[config.mk]
export PLATFORM = sky130hd
export DESIGN_NAME = ple_ctrl
export DESIGN_NICKNAME = d
export VERILOG_FILES = /design/src/rtl/ple_pkg.sv /design/src/rtl/ple_ctrl.sv
export SDC_FILE = /design/constraint.sdc
export NUM_CORES = 1
export LEC_CHECK = 0
export ABC_AREA = 0
export ABC_CLOCK_PERIOD_IN_PS = 4600
export BUFFER_PORTS_ARGS = -buffer_cell sky130_fd_sc_hd__buf_2
export CAP_MARGIN = 0
export CORE_MARGIN = 4
export CORE_UTILIZATION = 52
export DETAILED_ROUTE_END_ITERATION = 7
export PLACE_DENSITY_LB_ADDON = 0.08
export SLEW_MARGIN = 20
export SYNTH_ARGS = -nofsm -noshare
export SYNTH_HDL_FRONTEND = slang
export SYNTH_SLANG_ARGS = --single-unit
[constraint.sdc]
create_clock -name clk_i -period 4.6 [get_ports clk_i]
set_input_delay 0.69 -clock clk_i [delete_from_list [all_inputs] [get_ports clk_i]]
set_output_delay 0.69 -clock clk_i [all_outputs]
set_load 0.01 [all_outputs]
[src/rtl/ple_pkg.sv]
// Shared constants, codes and structs of the positional list editor.
// No dependencies; imported by every module of the block.
package ple_pkg;

  localparam int CAPACITY = 8192;
  localparam int SLOT_W   = $clog2(CAPACITY);
  localparam int LEN_W    = 14;
  localparam int WORD_W   = 20;
  localparam int OP_W     = 2;
  localparam int STAT_W   = 2;

  localparam logic [LEN_W-1:0] CAP_LEN = LEN_W'(CAPACITY);

  // Command opcodes
  localparam logic [OP_W-1:0] OP_APPEND = 2'd0;
  localparam logic [OP_W-1:0] OP_INSERT = 2'd1;
  localparam logic [OP_W-1:0] OP_DELETE = 2'd2;
  localparam logic [OP_W-1:0] OP_READ   = 2'd3;

  // Result status codes
  localparam logic [STAT_W-1:0] ST_OK    = 2'd0;
  localparam logic [STAT_W-1:0] ST_RANGE = 2'd1;
  localparam logic [STAT_W-1:0] ST_FULL  = 2'd2;

  // Access bundle from the sequencer to the word and link memories
  typedef struct packed {
    logic              link_we;
    logic [SLOT_W-1:0] link_waddr;
    logic [SLOT_W-1:0] link_wdata;
    logic [SLOT_W-1:0] link_raddr;
    logic              word_we;
    logic [SLOT_W-1:0] word_waddr;
    logic [WORD_W-1:0] word_wdata;
    logic [SLOT_W-1:0] word_raddr;
  } store_req_t;

  // One result beat
  typedef struct packed {
    logic [STAT_W-1:0] status;
    logic [WORD_W-1:0] read_value;
    logic [LEN_W-1:0]  length;
  } result_t;

endpackage

[src/rtl/ple_ctrl.sv]
// Command sequencer with the shared link walker of the positional list editor.
// Depends on ple_pkg; drives the memories in ple_store.
module ple_ctrl (
  input  logic                       clk_i,
  input  logic                       rst_ni,
  input  logic                       start_i,
  input  logic [ple_pkg::OP_W-1:0]   opcode_i,
  input  logic [ple_pkg::LEN_W-1:0]  position_i,
  input  logic [ple_pkg::LEN_W-1:0]  count_i,
  input  logic [ple_pkg::WORD_W-1:0] value_i,
  output logic                       idle_o,
  output logic                       res_valid_o,
  input  logic                       res_ready_i,
  output ple_pkg::result_t           res_o,
  output ple_pkg::store_req_t        store_o,
  input  logic [ple_pkg::SLOT_W-1:0] link_rdata_i,
  input  logic [ple_pkg::WORD_W-1:0] word_rdata_i
);
  import ple_pkg::*;

  localparam int STATE_W = 4;
  localparam logic [STATE_W-1:0] S_IDLE   = 4'd0;
  localparam logic [STATE_W-1:0] S_CHECK  = 4'd1;
  localparam logic [STATE_W-1:0] S_TAKE   = 4'd2;
  localparam logic [STATE_W-1:0] S_PLACE  = 4'd3;
  localparam logic [STATE_W-1:0] S_DSTART = 4'd4;
  localparam logic [STATE_W-1:0] S_WALK   = 4'd5;
  localparam logic [STATE_W-1:0] S_HOP    = 4'd6;
  localparam logic [STATE_W-1:0] S_INS_A  = 4'd7;
  localparam logic [STATE_W-1:0] S_INS_B  = 4'd8;
  localparam logic [STATE_W-1:0] S_DEL_A  = 4'd9;
  localparam logic [STATE_W-1:0] S_DEL_B  = 4'd10;
  localparam logic [STATE_W-1:0] S_RD_A   = 4'd11;
  localparam logic [STATE_W-1:0] S_RD_B   = 4'd12;
  localparam logic [STATE_W-1:0] S_FINISH = 4'd13;

  // Control state
  logic [STATE_W-1:0] state_q, state_d;
  logic [SLOT_W-1:0]  head_q, head_d;
  logic [SLOT_W-1:0]  tail_q, tail_d;
  logic [SLOT_W-1:0]  free_q, free_d;
  logic [LEN_W-1:0]   fresh_q, fresh_d;
  logic [LEN_W-1:0]   len_q, len_d;

  // Command and walker registers
  logic [STATE_W-1:0] ret_q, ret_d;
  logic [OP_W-1:0]    op_q, op_d;
  logic [LEN_W-1:0]   pos_q, pos_d;
  logic [LEN_W-1:0]   cnt_q, cnt_d;
  logic [WORD_W-1:0]  val_q, val_d;
  logic [STAT_W-1:0]  status_q, status_d;
  logic [WORD_W-1:0]  rd_q, rd_d;
  logic [SLOT_W-1:0]  slot_q, slot_d;
  logic [SLOT_W-1:0]  cur_q, cur_d;
  logic [SLOT_W-1:0]  prv_q, prv_d;
  logic [SLOT_W-1:0]  pre_q, pre_d;
  logic [SLOT_W-1:0]  first_q, first_d;
  logic [LEN_W-1:0]   idx_q, idx_d;
  logic [LEN_W-1:0]   tgt_q, tgt_d;
  logic               clip_q, clip_d;

  logic [LEN_W-1:0]   idx_inc;
  logic [LEN_W-1:0]   rem;

  assign idx_inc = idx_q + LEN_W'(1);
  assign rem     = len_q - pos_q;

  // Sequence one command: check, take a slot, walk links, relink or read a word
  always_comb begin
    state_d  = state_q;
    head_d   = head_q;
    tail_d   = tail_q;
    free_d   = free_q;
    fresh_d  = fresh_q;
    len_d    = len_q;
    ret_d    = ret_q;
    op_d     = op_q;
    pos_d    = pos_q;
    cnt_d    = cnt_q;
    val_d    = val_q;
    status_d = status_q;
    rd_d     = rd_q;
    slot_d   = slot_q;
    cur_d    = cur_q;
    prv_d    = prv_q;
    pre_d    = pre_q;
    first_d  = first_q;
    idx_d    = idx_q;
    tgt_d    = tgt_q;
    clip_d   = clip_q;

    store_o            = '0;
    store_o.link_raddr = cur_q;
    store_o.word_raddr = cur_q;
    store_o.word_waddr = slot_q;
    store_o.word_wdata = val_q;

    case (state_q)
      S_IDLE: begin
        if (start_i) begin
          op_d     = opcode_i;
          pos_d    = (opcode_i == OP_APPEND) ? len_q : position_i;
          cnt_d    = count_i;
          val_d    = value_i;
          status_d = ST_OK;
          rd_d     = '0;
          state_d  = S_CHECK;
        end
      end

      S_CHECK: begin
        // Prefetch the link of the free chain head
        store_o.link_raddr = free_q;
        case (op_q)
          OP_APPEND, OP_INSERT: begin
            if (pos_q > len_q) begin
              status_d = ST_RANGE;
              state_d  = S_FINISH;
            end else if (fresh_q > len_q) begin
              slot_d  = free_q;
              state_d = S_TAKE;
            end else if (fresh_q < CAP_LEN) begin
              slot_d  = fresh_q[SLOT_W-1:0];
              fresh_d = fresh_q + LEN_W'(1);
              state_d = S_PLACE;
            end else begin
              status_d = ST_FULL;
              state_d  = S_FINISH;
            end
          end
          OP_DELETE: begin
            if (len_q == '0) begin
              state_d = S_FINISH;
            end else if (pos_q > len_q) begin
              status_d = ST_RANGE;
              state_d  = S_FINISH;
            end else begin
              // Clip the count at the end of the sequence
              if (cnt_q < rem) begin
                clip_d = 1'b0;
              end else begin
                cnt_d  = rem;
                clip_d = 1'b1;
              end
              state_d = S_DSTART;
            end
          end
          default: begin
            if (pos_q >= len_q) begin
              status_d = ST_RANGE;
              state_d  = S_FINISH;
            end else begin
              cur_d   = head_q;
              idx_d   = '0;
              tgt_d   = pos_q;
              ret_d   = S_RD_A;
              state_d = S_WALK;
            end
          end
        endcase
      end

      S_TAKE: begin
        // Pop the free chain
        free_d  = link_rdata_i;
        state_d = S_PLACE;
      end

      S_PLACE: begin
        store_o.word_we = 1'b1;
        if (len_q == '0) begin
          head_d  = slot_q;
          tail_d  = slot_q;
          len_d   = len_q + LEN_W'(1);
          state_d = S_FINISH;
        end else if (pos_q == '0) begin
          store_o.link_we    = 1'b1;
          store_o.link_waddr = slot_q;
          store_o.link_wdata = head_q;
          head_d             = slot_q;
          len_d              = len_q + LEN_W'(1);
          state_d            = S_FINISH;
        end else if (pos_q == len_q) begin
          store_o.link_we    = 1'b1;
          store_o.link_waddr = tail_q;
          store_o.link_wdata = slot_q;
          tail_d             = slot_q;
          len_d              = len_q + LEN_W'(1);
          state_d            = S_FINISH;
        end else begin
          cur_d   = head_q;
          idx_d   = '0;
          tgt_d   = pos_q;
          ret_d   = S_INS_A;
          state_d = S_WALK;
        end
      end

      S_DSTART: begin
        if (cnt_q == '0) begin
          state_d = S_FINISH;
        end else begin
          // Walk to the word just after the removed run
          cur_d   = head_q;
          first_d = head_q;
          idx_d   = '0;
          tgt_d   = pos_q + cnt_q;
          ret_d   = S_DEL_A;
          state_d = S_WALK;
        end
      end

      S_WALK: begin
        // Issue the first link read unless no hop is needed
        if (idx_q == tgt_q) begin
          state_d = ret_q;
        end else begin
          state_d = S_HOP;
        end
      end

      S_HOP: begin
        // Advance one link per cycle; read data feeds the next address
        prv_d = cur_q;
        cur_d = link_rdata_i;
        idx_d = idx_inc;
        if (idx_inc == pos_q) begin
          first_d = link_rdata_i;
          pre_d   = cur_q;
        end
        if (idx_inc == tgt_q) begin
          state_d = ret_q;
        end else begin
          store_o.link_raddr = link_rdata_i;
        end
      end

      S_INS_A: begin
        store_o.link_we    = 1'b1;
        store_o.link_waddr = slot_q;
        store_o.link_wdata = cur_q;
        state_d            = S_INS_B;
      end

      S_INS_B: begin
        store_o.link_we    = 1'b1;
        store_o.link_waddr = prv_q;
        store_o.link_wdata = slot_q;
        len_d              = len_q + LEN_W'(1);
        state_d            = S_FINISH;
      end

      S_DEL_A: begin
        // Bridge over the removed run
        if (pos_q == '0) begin
          head_d = cur_q;
        end else begin
          store_o.link_we    = 1'b1;
          store_o.link_waddr = pre_q;
          store_o.link_wdata = cur_q;
        end
        if (clip_q) begin
          tail_d = pre_q;
        end
        state_d = S_DEL_B;
      end

      S_DEL_B: begin
        // Push the removed run onto the free chain
        store_o.link_we    = 1'b1;
        store_o.link_waddr = prv_q;
        store_o.link_wdata = free_q;
        free_d             = first_q;
        len_d              = len_q - cnt_q;
        if (clip_q && (pos_q == '0)) begin
          head_d = '0;
          tail_d = '0;
        end
        state_d = S_FINISH;
      end

      S_RD_A: begin
        state_d = S_RD_B;
      end

      S_RD_B: begin
        rd_d    = word_rdata_i;
        state_d = S_FINISH;
      end

      S_FINISH: begin
        if (res_ready_i) begin
          state_d = S_IDLE;
        end
      end

      default: begin
        state_d = S_IDLE;
      end
    endcase
  end

  // Clear control state on reset
  always_ff @(posedge clk_i or negedge rst_ni) begin
    if (!rst_ni) begin
      state_q <= S_IDLE;
      head_q  <= '0;
      tail_q  <= '0;
      free_q  <= '0;
      fresh_q <= '0;
      len_q   <= '0;
    end else begin
      state_q <= state_d;
      head_q  <= head_d;
      tail_q  <= tail_d;
      free_q  <= free_d;
      fresh_q <= fresh_d;
      len_q   <= len_d;
    end
  end

  // Command and walker payload
  always_ff @(posedge clk_i) begin
    ret_q    <= ret_d;
    op_q     <= op_d;
    pos_q    <= pos_d;
    cnt_q    <= cnt_d;
    val_q    <= val_d;
    status_q <= status_d;
    rd_q     <= rd_d;
    slot_q   <= slot_d;
    cur_q    <= cur_d;
    prv_q    <= prv_d;
    pre_q    <= pre_d;
    first_q  <= first_d;
    idx_q    <= idx_d;
    tgt_q    <= tgt_d;
    clip_q   <= clip_d;
  end

  assign idle_o            = (state_q == S_IDLE);
  assign res_valid_o       = (state_q == S_FINISH);
  assign res_o.status      = status_q;
  assign res_o.read_value  = rd_q;
  assign res_o.length      = len_q;

endmodule

==> impl_metrics.ini <==
[run_status]
outcome = finished, violations left
violations = design-rule violations

[logic_synthesis]
avgSynthCellArea_um2 = 10.7
seq_area_frac_synth_pct = 50.2
synth_ff_type = edfxtp_1
synth_nets = 1437
synth_area_um2 = 13700
ys_ff_latch = 240
ys.warnings.count = 0
syn_inst = 1278
yosysUniqueCellTypes = 76
synth_edf_count = 169
synthArstFlopShare_pct = 29.6

[pwr]
p_per_area_nw_per_um2 = 656
pwr-share-seq_pct = 36.9
power_frac_clock_pct = 21.0
max-vdd-ir-drop_mv = 0.352
p_comb_share_pct = 42.1
internal_power_w = 0.00627
leakage_nw = 6.98
swShare_pct = 40.6
p_sw_w = 0.00429

[timing]
slew_viol_final = 0
rsz0062_at_grt = no
period_needed_ns = 4.32
fin_tns_setup_ns = 0
relSlewSlack_pct = 26.6
hold_viol = 0
fmax_mhz = 232
skew_ns = 0.0173
finalSetupViolations = 0
tightest_slew_ns = 1.10
finalCritPeriodShare_pct = 93.9

[global_routing]
grt_pass1_vias = 10800
grt-ovfl-total = 0
grt_first_pass_wirelength_mm = 61.5
antenna_found_initial = 3
grt_usage_pct = 27.2
grt_max_degree = 72

[critical_path]
crit_chain = inv_1, ha_1, and2_1, nand3_1, or4_4, nand2b_4, nor2_1, a21o_1, a222oi_1, nand2_1, buf_2
slowest_stage = or4_4
start_kind = register
required_ns = 3.91
critPathLaunch = pos_q[9]$_DFFE_PP_
critical_path_class = reg2out
r2r-start = len_q[1]$_DFFE_PN0P_
arrival_ns = 3.63
cpPeakStageDelay_ns = 0.59
critPathCaptureType = primary output
crit_fanout = 13

[detailed_routing]
vias_per_cell = 6.02
drc = 2
met3WireLength_mm = 3.45
routed_wl_mm = 40.6
drt_iter0_markers = 1502
wl_per_cell_um = 21.8
highest_layer = met4
wl_met2_mm = 17.8
drt-pass1-iter-count = 8
vias = 11200
drt-met1-wl_mm = 18.1
ant_nets = 0

[clocking]
post_cts_buffers = 0
cts_tree = done
cts_buffer_depth = 3
postCtsResizedCells = 0
cts_inserted_buffers = 27
root_buffer = clkbuf_16
path_clk_slew_ns = 0.06
cts_hold_buffers = 0
htreeDepth = 1
cts.sinks = 240
clk_latency_ns = 0.56

[floorplan]
core_um2 = 25900
fp.dieH_um = 170
initial_core_util_pct = 52.7
fp.dieArea_um2 = 28900
row_count = 59
chipWidth_um = 170
io_pins = 212

[layout]
stdcell_area_um2 = 16100
final_common_cell = buf_2
seq_area_um2 = 6850
final_cells = 1858
multiInputGateArea_um2 = 6420
layout_common_cells = buf_2, nand2_1, edfxtp_1
num-nets-final = 1658
final_layout_size_suffix_gt1_share_pct = 23.2
fill_cells = 2181
syn2layout_area_growth_pct = 18.0

[placement]
gp_congestion = 0.941
dp_hpwl_mm = 29.5
io_buffers = 211
dpl_cell_area_um2 = 15200
placed_cells = 1805

[job]
drv_cap = 0

[min_path]
worstHoldPathType = in2async
critical path, delay by kind of cell, from the launching register on:
family	cells	cell delay, ns
AND/OR/NAND/NOR	6	1.40
AO/OA/AOI/OAI	2	0.63
flip-flops	1	0.41
adder cells (fa/ha/maj)	1	0.35
buffers and inverters	2	0.27
power groups by stage:
stage	registers (W)	logic (W)	clock network (W)
6_report	0.00390	0.00445	0.00222
5_1_grt	0.00396	0.00491	0.00235
4_1_cts	0.00387	0.00443	0.00226
3_5_place_dp	0.00391	0.00440	0
3_3_place_gp	0.00390	0.00437	0
2_1_floorplan	0.00371	0.00295	0
Yosys cell counts, types with 4 or more instances:
cell,number,share of area [%]
ha_1,69,6.3
a21o_1,32,1.8
o21bai_1,5,0.28
buf_2,7,0.26
mux2_2,31,2.6
nor2_1,83,2.3
xnor2_1,61,3.9
a221o_1,13,0.95
or2_2,4,0.18
a22oi_1,27,1.5
nor3_1,19,0.70
o22ai_1,15,0.69
xor2_1,38,2.4
a222oi_1,13,0.95
clkbuf_1,38,1.0
dfrtp_1,71,13
nand4_1,21,0.96
a32o_1,13,0.95
o21a_1,7,0.38
a21oi_1,51,1.9
mux2i_1,4,0.29
buf_1,5,0.14
nor2b_1,12,0.55
o211ai_1,6,0.33
inv_1,44,1.2
nand2b_1,12,0.55
and4_1,4,0.26
a22o_1,13,0.83
o21ai_0,82,3.0
nand2_1,172,4.7
and3_1,6,0.28
a31oi_1,9,0.41
nor4_1,13,0.60
nand3_1,18,0.66
edfxtp_1,169,37
and2_1,27,1.2
routing by layer:
| metal | track usage (%) | vias up |
|---|---|---|
| li1 | - | 5182 |
| met1 | 40.4 | 5368 |
| met2 | 41.2 | 546 |
| met3 | 4.18 | 86 |
| met4 | 8.92 | 0 |
| met5 | 0 | - |
metrics by stage:
| stage | util, % | hold slack [ns] | setup WS, ns | total power (W) |
|---|---|---|---|---|
| finish | 62.1 | 0.292 | 0.282 | 0.0106 |
| global route | 62.1 | 0.293 | 0.102 | 0.0112 |
| CTS | 62.1 | 0.291 | 0.275 | 0.0106 |
| floorplan | - | 0.394 | 0.108 | 0.00667 |
| detailed placement | 58.6 | 0.505 | 0.721 | 0.00831 |
| global placement | 58.6 | 0.496 | 0.653 | 0.00827 |
kinds of logic (layout without fill, tap and decap cells):
| logic type | after synthesis | in the layout | share of synthesized area, % |
|---|---|---|---|
| AOI/OAI and AO/OA | 318 | 318 | 16.2 |
| xor gates and xnor gates | 99 | 99 | 6.35 |
| and+or+nand+nor | 415 | 415 | 14.7 |
| buffers and inverters | 99 | 341 | 2.98 |
| muxes | 35 | 35 | 2.85 |
| DFF | 240 | 240 | 50.2 |
| other | 0 | 3 | 0 |
| adders and majority gates | 72 | 72 | 6.76 |
final timing paths:
path	cells after the start	slack, ns	end
worst min-delay path	1	0.29	tail_q[3]$_DFFE_PN0P_
min in group clk_i	1	0.31	val_q[18]$_DFFE_PP_
max in group asynchronous	1	3.64	len_q[11]$_DFFE_PN0P_
worst max register to register	14	0.68	cnt_q[2]$_DFFE_PP_
worst min register to register	2	0.52	head_q[11]$_DFFE_PN0P_
worst max-delay path	11	0.28	store_o[61]
flip-flops by register name (all words and copies together), names as in the netlist, 2 cells and up:
name / cells
len_q: 14
ret_q: 3
pos_q: 14
slot_q: 13
free_q: 13
first_q: 13
tail_q: 13
val_q: 20
prv_q: 13
op_q: 2
idx_q: 14
status_q: 2
tgt_q: 14
pre_q: 13
rd_q: 20
head_q: 13
state_q: 4
cnt_q: 14
fresh_q: 14
cur_q: 13
cell type report:
class                   instances  share of cell area (%)
diodes                          3                  0.0466
clock inverters                18                    1.29
repair buffers                247                    8.25
well taps                     335                    2.60
multi-input cells             939                    39.9
inverters                      44                    1.03
clock buffers                  32                    4.37
flip-flops and latches        240                    42.6
Power figures use the tool's default switching activity.
